[src/sv/mabp_pkg.sv]
package mabp_pkg;

  // Fixed field widths of the ports
  localparam int POS_W      = 32;
  localparam int ID_W       = 3;
  localparam int DIST_W     = 31;
  localparam int MCNT_W     = 4;
  localparam int CFG_IDX_W  = 1;
  localparam int CFG_DATA_W = 31;
  localparam int AXES       = 3;

  // Results per emit command are capped
  localparam int RESULT_CAP = 28;
  localparam int RES_CNT_W  = $clog2(RESULT_CAP + 1);

  typedef enum logic {
    OP_ADD  = 1'b0,
    OP_EMIT = 1'b1
  } op_e;

  localparam logic [CFG_IDX_W-1:0] REG_ACT_DIST   = 1'b0;
  localparam logic [CFG_IDX_W-1:0] REG_MESH_COUNT = 1'b1;

endpackage

[src/sv/mesh_aabb_all_pairs_broad_phase.sv]
// Channel   Direction  Handshake               Word
// in        sink       in_valid_i / in_stall_o  opcode, mesh_id, pos_x/y/z
// out       source     out_valid_o / out_stall_i pair_found, meshes, widened box, last
// cfg       sink       cfg_we_i                 cfg_addr_i, cfg_wdata_i
//
// Vertex words stream at one per cycle while no emit stalls the input: read box at accept,
// merge and write back next cycle. Emit walks the pairs over the single box memory read port:
// it reads and widens the box of each nonempty mesh a, then reads, widens and compares that of
// every later nonempty b, then ends the walk and loads the last word, and may stall on output.
// in_stall_o stays high from an emit until its last word is loaded into the output register.
// Reset clears the nonempty flags and config; box memory is not cleared (no clearing pass).
module mesh_aabb_all_pairs_broad_phase #(
  parameter int MAX_MESHES  = 8,
  parameter int COORD_WIDTH = 32
) (
  input  logic                                clk_i,
  input  logic                                rst_ni,
  // configuration write port
  input  logic                                cfg_we_i,
  input  logic [mabp_pkg::CFG_IDX_W-1:0]      cfg_addr_i,
  input  logic [mabp_pkg::CFG_DATA_W-1:0]     cfg_wdata_i,
  // input channel
  input  logic                                in_valid_i,
  output logic                                in_stall_o,
  input  logic                                opcode_i,
  input  logic [mabp_pkg::ID_W-1:0]           mesh_id_i,
  input  logic signed [mabp_pkg::POS_W-1:0]   pos_x_i,
  input  logic signed [mabp_pkg::POS_W-1:0]   pos_y_i,
  input  logic signed [mabp_pkg::POS_W-1:0]   pos_z_i,
  // output channel
  output logic                                out_valid_o,
  input  logic                                out_stall_i,
  output logic                                pair_found_o,
  output logic [mabp_pkg::ID_W-1:0]           first_mesh_o,
  output logic [mabp_pkg::ID_W-1:0]           second_mesh_o,
  output logic signed [mabp_pkg::POS_W-1:0]   lo_x_o,
  output logic signed [mabp_pkg::POS_W-1:0]   lo_y_o,
  output logic signed [mabp_pkg::POS_W-1:0]   lo_z_o,
  output logic signed [mabp_pkg::POS_W-1:0]   hi_x_o,
  output logic signed [mabp_pkg::POS_W-1:0]   hi_y_o,
  output logic signed [mabp_pkg::POS_W-1:0]   hi_z_o,
  output logic                                last_o
);

  localparam int CW = COORD_WIDTH;
  localparam int AW = $clog2(MAX_MESHES);
  // Width for saturating arithmetic: holds any coordinate plus or minus the distance
  localparam int SW = ((CW > mabp_pkg::POS_W) ? CW : mabp_pkg::POS_W) + 1;
  localparam logic signed [SW-1:0] SMAX = {{(SW-CW+1){1'b0}}, {(CW-1){1'b1}}};
  localparam logic signed [SW-1:0] SMIN = ~SMAX;
  localparam int HI = mabp_pkg::AXES;

  // Box entry: elements 0..2 hold the minima, 3..5 the maxima
  typedef logic [2*mabp_pkg::AXES-1:0][CW-1:0] box_t;
  typedef logic [mabp_pkg::AXES-1:0][CW-1:0]   pos_t;

  typedef enum logic [2:0] {
    S_IDLE,
    S_A_CHK,
    S_A_WID,
    S_B_CHK,
    S_B_WID,
    S_CMP,
    S_FIN
  } state_e;

  function automatic logic [CW-1:0] sat_coord(input logic signed [SW-1:0] v);
    logic [CW-1:0] r;
    if (v > SMAX) begin
      r = SMAX[CW-1:0];
    end else if (v < SMIN) begin
      r = SMIN[CW-1:0];
    end else begin
      r = v[CW-1:0];
    end
    return r;
  endfunction

  function automatic box_t widen(input box_t b, input logic [mabp_pkg::DIST_W-1:0] d);
    box_t w;
    logic signed [SW-1:0] ds;
    ds = signed'(SW'(d));
    for (int k = 0; k < mabp_pkg::AXES; k++) begin
      w[k]    = sat_coord(SW'(signed'(b[k])) - ds);
      w[k+HI] = sat_coord(SW'(signed'(b[k+HI])) + ds);
    end
    return w;
  endfunction

  // Configuration
  logic [mabp_pkg::DIST_W-1:0] act_dist_q;
  logic [mabp_pkg::MCNT_W-1:0] mesh_count_q;
  logic [mabp_pkg::MCNT_W-1:0] cnt;

  // Box memory and its read port
  box_t            box_mem_q [MAX_MESHES];
  box_t            rdata_q;
  logic            rd_en;
  logic [AW-1:0]   rd_addr;

  // Vertex merge stage and write-back forwarding
  logic            v1_v_q;
  logic [AW-1:0]   v1_id_q;
  pos_t            v1_pos_q;
  logic            fwd_v_q;
  logic [AW-1:0]   fwd_id_q;
  box_t            fwd_box_q;
  box_t            merge_base;
  box_t            merge_box;

  logic [MAX_MESHES-1:0] ne_q;

  // Walk
  state_e                           state_q;
  logic [mabp_pkg::MCNT_W-1:0]      a_q;
  logic [mabp_pkg::MCNT_W-1:0]      b_q;
  logic [mabp_pkg::RES_CNT_W-1:0]   n_q;
  box_t                             box_a_q;
  box_t                             box_b_q;
  logic                             ovl;

  // Pending word and output register
  logic                       pend_v_q;
  logic [mabp_pkg::ID_W-1:0]  pend_a_q;
  logic [mabp_pkg::ID_W-1:0]  pend_b_q;
  box_t                       pend_box_q;
  logic                       out_v_q;
  logic                       out_found_q;
  logic                       out_last_q;
  logic [mabp_pkg::ID_W-1:0]  out_a_q;
  logic [mabp_pkg::ID_W-1:0]  out_b_q;
  box_t                       out_box_q;

  logic in_acc;
  logic vtx_acc;
  logic emit_acc;
  logic out_free;
  logic a_rd;
  logic b_rd;
  logic cmp_go;
  logic cmp_hit;
  logic push_pend;
  logic fin_go;
  pos_t in_pos;

  assign cnt = (mesh_count_q > mabp_pkg::MCNT_W'(MAX_MESHES)) ?
               mabp_pkg::MCNT_W'(MAX_MESHES) : mesh_count_q;

  assign in_stall_o = (state_q != S_IDLE);
  assign in_acc     = in_valid_i && !in_stall_o;
  // Drop vertices of meshes out of use
  assign vtx_acc    = in_acc && (opcode_i == mabp_pkg::OP_ADD) &&
                      (mabp_pkg::MCNT_W'(mesh_id_i) < cnt);
  assign emit_acc   = in_acc && (opcode_i == mabp_pkg::OP_EMIT);

  assign in_pos[0] = sat_coord(SW'(signed'(pos_x_i)));
  assign in_pos[1] = sat_coord(SW'(signed'(pos_y_i)));
  assign in_pos[2] = sat_coord(SW'(signed'(pos_z_i)));

  // Merge: take the box written last cycle if it hits the same mesh
  always_comb begin
    merge_base = (fwd_v_q && (fwd_id_q == v1_id_q)) ? fwd_box_q : rdata_q;
    for (int k = 0; k < mabp_pkg::AXES; k++) begin
      if (!ne_q[v1_id_q]) begin
        merge_box[k]    = v1_pos_q[k];
        merge_box[k+HI] = v1_pos_q[k];
      end else begin
        merge_box[k]    = ($signed(v1_pos_q[k]) < $signed(merge_base[k])) ?
                          v1_pos_q[k] : merge_base[k];
        merge_box[k+HI] = ($signed(v1_pos_q[k]) > $signed(merge_base[k+HI])) ?
                          v1_pos_q[k] : merge_base[k+HI];
      end
    end
  end

  // Widened boxes touch or overlap on every axis
  always_comb begin
    ovl = 1'b1;
    for (int k = 0; k < mabp_pkg::AXES; k++) begin
      if (($signed(box_a_q[k+HI]) < $signed(box_b_q[k])) ||
          ($signed(box_b_q[k+HI]) < $signed(box_a_q[k]))) begin
        ovl = 1'b0;
      end
    end
  end

  assign out_free  = !out_v_q || !out_stall_i;
  assign a_rd      = (state_q == S_A_CHK) && (a_q < cnt) && ne_q[a_q[AW-1:0]];
  assign b_rd      = (state_q == S_B_CHK) && (b_q < cnt) && ne_q[b_q[AW-1:0]];
  // A hit with a word already pending must first move it to the output register
  assign cmp_go    = (state_q == S_CMP) && (!ovl || !pend_v_q || out_free);
  assign cmp_hit   = cmp_go && ovl;
  assign push_pend = cmp_hit && pend_v_q;
  assign fin_go    = (state_q == S_FIN) && out_free;

  // Share the read port between vertex accept and the walk
  always_comb begin
    rd_en   = 1'b0;
    rd_addr = AW'(mesh_id_i);
    if (state_q == S_IDLE) begin
      rd_en = vtx_acc;
    end else if (state_q == S_A_CHK) begin
      rd_en   = a_rd;
      rd_addr = a_q[AW-1:0];
    end else if (state_q == S_B_CHK) begin
      rd_en   = b_rd;
      rd_addr = b_q[AW-1:0];
    end
  end

  always_ff @(posedge clk_i) begin
    if (rd_en) begin
      rdata_q <= box_mem_q[rd_addr];
    end
    if (v1_v_q) begin
      box_mem_q[v1_id_q] <= merge_box;
    end
  end

  // Control state and walk sequencer
  always_ff @(posedge clk_i or negedge rst_ni) begin
    if (!rst_ni) begin
      state_q      <= S_IDLE;
      act_dist_q   <= '0;
      mesh_count_q <= '0;
      v1_v_q       <= 1'b0;
      fwd_v_q      <= 1'b0;
      ne_q         <= '0;
      a_q          <= '0;
      b_q          <= '0;
      n_q          <= '0;
      pend_v_q     <= 1'b0;
      out_v_q      <= 1'b0;
    end else begin
      if (cfg_we_i) begin
        unique case (cfg_addr_i)
          mabp_pkg::REG_ACT_DIST:   act_dist_q   <= cfg_wdata_i;
          mabp_pkg::REG_MESH_COUNT: mesh_count_q <= cfg_wdata_i[mabp_pkg::MCNT_W-1:0];
          default: ;
        endcase
      end

      v1_v_q  <= vtx_acc;
      fwd_v_q <= v1_v_q;
      if (v1_v_q) begin
        ne_q[v1_id_q] <= 1'b1;
      end

      if (push_pend || fin_go) begin
        out_v_q <= 1'b1;
      end else if (!out_stall_i) begin
        out_v_q <= 1'b0;
      end

      unique case (state_q)
        S_IDLE: begin
          if (emit_acc) begin
            a_q     <= '0;
            n_q     <= '0;
            state_q <= S_A_CHK;
          end
        end
        S_A_CHK: begin
          if (a_q >= cnt) begin
            state_q <= S_FIN;
          end else if (!a_rd) begin
            a_q <= a_q + 1'b1;
          end else begin
            state_q <= S_A_WID;
          end
        end
        S_A_WID: begin
          b_q     <= a_q + 1'b1;
          state_q <= S_B_CHK;
        end
        S_B_CHK: begin
          if (b_q >= cnt) begin
            a_q     <= a_q + 1'b1;
            state_q <= S_A_CHK;
          end else if (!b_rd) begin
            b_q <= b_q + 1'b1;
          end else begin
            state_q <= S_B_WID;
          end
        end
        S_B_WID: begin
          state_q <= S_CMP;
        end
        S_CMP: begin
          if (cmp_go) begin
            if (cmp_hit) begin
              pend_v_q <= 1'b1;
              n_q      <= n_q + 1'b1;
            end
            if (cmp_hit && (n_q == mabp_pkg::RES_CNT_W'(mabp_pkg::RESULT_CAP - 1))) begin
              state_q <= S_FIN;
            end else begin
              b_q     <= b_q + 1'b1;
              state_q <= S_B_CHK;
            end
          end
        end
        S_FIN: begin
          if (fin_go) begin
            pend_v_q <= 1'b0;
            ne_q     <= '0;
            state_q  <= S_IDLE;
          end
        end
        default: begin
          state_q <= S_IDLE;
        end
      endcase
    end
  end

  // Payload registers
  always_ff @(posedge clk_i) begin
    if (vtx_acc) begin
      v1_id_q  <= AW'(mesh_id_i);
      v1_pos_q <= in_pos;
    end
    if (v1_v_q) begin
      fwd_id_q  <= v1_id_q;
      fwd_box_q <= merge_box;
    end
    if (state_q == S_A_WID) begin
      box_a_q <= widen(rdata_q, act_dist_q);
    end
    if (state_q == S_B_WID) begin
      box_b_q <= widen(rdata_q, act_dist_q);
    end
    if (push_pend) begin
      out_found_q <= 1'b1;
      out_last_q  <= 1'b0;
      out_a_q     <= pend_a_q;
      out_b_q     <= pend_b_q;
      out_box_q   <= pend_box_q;
    end
    if (cmp_hit) begin
      pend_a_q   <= mabp_pkg::ID_W'(a_q);
      pend_b_q   <= mabp_pkg::ID_W'(b_q);
      pend_box_q <= box_a_q;
    end
    if (fin_go) begin
      out_last_q <= 1'b1;
      if (pend_v_q) begin
        out_found_q <= 1'b1;
        out_a_q     <= pend_a_q;
        out_b_q     <= pend_b_q;
        out_box_q   <= pend_box_q;
      end else begin
        // End marker when nothing overlapped
        out_found_q <= 1'b0;
        out_a_q     <= '0;
        out_b_q     <= '0;
        out_box_q   <= '0;
      end
    end
  end

  assign out_valid_o   = out_v_q;
  assign pair_found_o  = out_found_q;
  assign first_mesh_o  = out_a_q;
  assign second_mesh_o = out_b_q;
  assign lo_x_o        = mabp_pkg::POS_W'(out_box_q[0]);
  assign lo_y_o        = mabp_pkg::POS_W'(out_box_q[1]);
  assign lo_z_o        = mabp_pkg::POS_W'(out_box_q[2]);
  assign hi_x_o        = mabp_pkg::POS_W'(out_box_q[HI]);
  assign hi_y_o        = mabp_pkg::POS_W'(out_box_q[HI+1]);
  assign hi_z_o        = mabp_pkg::POS_W'(out_box_q[HI+2]);
  assign last_o        = out_last_q;

endmodule

[config.mk]
export PLATFORM = sky130hd
export DESIGN_NAME = mesh_aabb_all_pairs_broad_phase
export DESIGN_NICKNAME = d
export VERILOG_FILES = /design/src/sv/mabp_pkg.sv /design/src/sv/mesh_aabb_all_pairs_broad_phase.sv
export SDC_FILE = /design/constraint.sdc
export NUM_CORES = 2
export LEC_CHECK = 0
export BUFFER_PORTS_ARGS = -buffer_cell sky130_fd_sc_hd__buf_2
export CORE_UTILIZATION = 46
export DETAILED_ROUTE_END_ITERATION = 8
export PLACE_DENSITY_LB_ADDON = 0.25
export SETUP_SLACK_MARGIN = 0.2
export SLEW_MARGIN = 20
export SYNTH_ARGS = -nofsm -noshare
export SYNTH_HDL_FRONTEND = slang
export SYNTH_SLANG_ARGS = --single-unit
export TNS_END_PERCENT = 100
[constraint.sdc]
create_clock -name clk_i -period 100.4 [get_ports clk_i]
set_input_delay 15.06 -clock clk_i [delete_from_list [all_inputs] [get_ports clk_i]]
set_output_delay 15.06 -clock clk_i [all_outputs]
set_load 0.01 [all_outputs]
==> flow_summary.toml <==
[global_route]
grt_pass1_wl_um = 456000
grt_pass1_vias = 65580
grt.overflow.total = 0
grt_util_all_layers_pct = 23.2
grt_max_degree = 140
antenna_found_initial = 30

[placed_design]
place_worst_setup_slack_ns = 80.26
place.gp.congestion = 0.932
hpwlAfterDp_um = 213000
io_buffers = 338

[cells_and_area]
area_growth_pct = 12.7
layout.nets = 8461
drive_above_1_share_pct = 19.2

[critical_path]
arrival_ns = 19.56
startpoint = "mesh_id_i[1]"
criticalPathCategory = "input pin to flip-flop"
crit_family = "buffers and inverters"
reg2reg_depth = 18
start_kind = "input pin"
end_kind = "flip-flop"
timing.rr.end = "box_mem_q[0][46]$_DFFE_PP_"
critPathMostFrequentCell = "buf_4"
path_max_fanout = 101
path_cells = "buf_2, ha_1, a21o_1, a21oi_1, nor2_1, nor3_2, buf_12, or3_4, buf_4, buf_4, buf_4"
worst-path-buf-inv = 5
slowest_delay_ns = 0.81
cp_data_required_time_ns = 100.92
regToRegSetupSlack_ns = 92.20
r2r-start = "v1_id_q[1]$_DFFE_PP_"
cp_slowest_cell = "buf_4"

[clocking]
tritoncts = "yes"
clkLatencyLatePin_ns = 0.92
clockBufferDepth = 4
ctsHoldBuffers = 0
cts_root_buffer = "clkbuf_16"
clkTransAtPathRegs_ns = 0.06
cts_num_sinks = 2867
ctsResizeCount = 0
h-tree-depth = 5
post_cts_buffers = 0
cts_buffers = 300

[synth]
netlist.area_leader.share_pct = 67.9
async_flop_share_pct = 2.20
ys_seq_area_share_pct = 69.1
synth_edf_count = 2803
syn_area_sq_um = 124000
synth_seq_cells = 2867
syn_area_per_cell_sq_um = 16.9
synthesis.instances = 7320
syn-num-nets = 8037
synth_top_cell_by_area = "edfxtp_1"
ys.flop_type = "edfxtp_1"
ys_warn_count = 0
ys_types = 96
synth_area_leaders = "edfxtp_1, mux4_2, ha_1, mux2i_1, mux2_2"

[power_and_ir_drop]
comb_power_share_pct = 28.6
switchingPower_mw = 1.21
p_int_mw = 2.64
ir_drop_uv = 23.5
pwr-share-clk_pct = 28.8
p_sw_share_pct = 31.4
seqPwrFrac_pct = 42.6
power.density_nw_per_um2 = 27.5
power_mw = 3.85
p_leak_nw = 51.9

[min_path]
holdCritStartpoint = "box_a_q[128]$_DFFE_PP_"
hold_depth = 0
hold_path.class = "flip-flop to flip-flop"
min_to = "pend_box_q[128]$_DFFE_PN_"

[timing]
finalSetupViolCount = 0
period_share_pct = 19.0
final.setup_skew_ns = 0.0553
slew_headroom_pct = 27.7
fin_tns_setup_ns = 0
layout_setup_ws_ns = 81.37
hold_viol = 0
worst-slew-pin-transition_ns = 1.08
period_minus_slack_ns = 19.03
rsz0062_at_grt = "no"
fmax_ghz = 0.0525
drv_slew = 0

[routing]
num_vias = 67035
drtIter0Drc = 7196
remaining_drc_errors = 0
first_pass_iters = 6
antenna_left = 0
wl_per_cell_um = 27.5
avgViaCountPerCell = 5.81
wirelength_um = 317000

[die]
fp-row-count = 190
ioPinCount = 339
die_y_um = 521
die_w_um = 521
start_util_pct = 46.3
design.core.area_sq_um = 268000
die-area_sq_um = 272000

[status]
status = "complete, no violations"

[job]
maxCapViolations = 0
## through the flow
stage	instance area, sq um	std cells	hold WS (ns)	util [%]
floorplan	124000	7320	0.417	-
global placement	130000	10992	0.426	48.5
detailed placement	130000	10992	0.437	48.5
CTS	140000	11534	0.444	52.1
global route	140000	11541	0.463	52.1
finish	140000	11542	0.452	52.1
## power groups by stage
stage / clock network (mW) / registers (mW) / logic (mW)
after CTS: 1.13 / 1.64 / 1.11
after global routing: 1.17 / 1.65 / 1.20
after detailed placement: 0 / 1.66 / 1.10
final: 1.11 / 1.64 / 1.10
after floorplan: 0 / 1.61 / 0.805
after global placement: 0 / 1.66 / 1.08
## sequential cells by signal, indices dropped and copies added, names as in the netlist, 4 cells and up
name,flops
a_q,4
act_dist_q,31
b_q,4
box_a_q,192
box_b_q,192
box_mem_q,1536
fwd_box_q,192
hi_x_o,32
hi_y_o,32
hi_z_o,32
lo_x_o,32
lo_y_o,32
lo_z_o,32
mesh_count_q,4
n_q,5
ne_q,8
pend_box_q,192
rdata_q,192
v1_pos_q,96
## worst max path at each step
stage	slack, ns	cells after the start	to
2_1_floorplan	52.88	2	pend_a_q[0]$_DFFE_PN_
3_3_place_gp	80.22	11	rdata_q[145]$_DFFE_PP_
3_5_place_dp	80.26	11	rdata_q[145]$_DFFE_PP_
4_1_cts	81.20	11	rdata_q[145]$_DFFE_PP_
5_1_grt	81.17	11	rdata_q[145]$_DFFE_PP_
6_report	81.37	11	rdata_q[145]$_DFFE_PP_
## metal layers
metal / global-route usage, % / vias up / share of wire (%)
met5: 0 / - / 0.0057
met4: 8.35 / 2 / 3.7
met3: 4.05 / 468 / 8.4
met2: 34.5 / 2632 / 44
met1: 34.2 / 34370 / 44
li1: - / 29563 / -
## cell usage after synthesis (all sizes together) (53+ instances only)
library cell and number:
nand2 220, buf 100, clkbuf 213, nor3 53, nand4 84, inv 378
mux2i 390, xnor2 68, edfxtp 2803, ha 574, a21oi 273, and2 217
dfrtp 63, xor2 84, mux4 390, a21o 169, nor2 182, o21ai 288
mux2 208
## cells by family (layout without fill, tap and decap cells)
group	Yosys count	after routing	share of synthesized area (%)
DFF	2867	2867	69.1
AOI/OAI and AO/OA	1030	1030	5.30
and+or+nand+nor	1008	1008	4.27
muxes	988	988	12.1
buffers and inverters	691	1355	2.18
adders and majority gates	584	584	5.92
xor gates and xnor gates	152	152	1.07
other	0	6	0
## cell type report
cell class	instances	area, sq um
multi-input cells	3762	35800
fillers	21453	128000
well taps	3552	4440
repair buffers	435	2610
clock inverters	173	1840
inverters	378	1420
clock buffers	369	7900
diodes	6	15.0
flip-flops and latches	2867	85800
## cell usage in the layout (no fill, tap or decap), types with 175 or more instances in the layout
| master | synthesis | routed |
|---|---|---|
| a21oi_1 | 272 | 269 |
| clkbuf_16 | 0 | 305 |
| ha_1 | 574 | 574 |
| mux2_2 | 208 | 208 |
| and2_1 | 217 | 217 |
| nor2_1 | 182 | 175 |
| o21ai_0 | 255 | 255 |
| nand2_1 | 220 | 220 |
| mux2i_1 | 390 | 389 |
| mux4_2 | 390 | 390 |
| buf_2 | 67 | 337 |
| inv_1 | 378 | 378 |
| edfxtp_1 | 2803 | 2803 |
No activity file was read; power rests on OpenSTA's default activity.
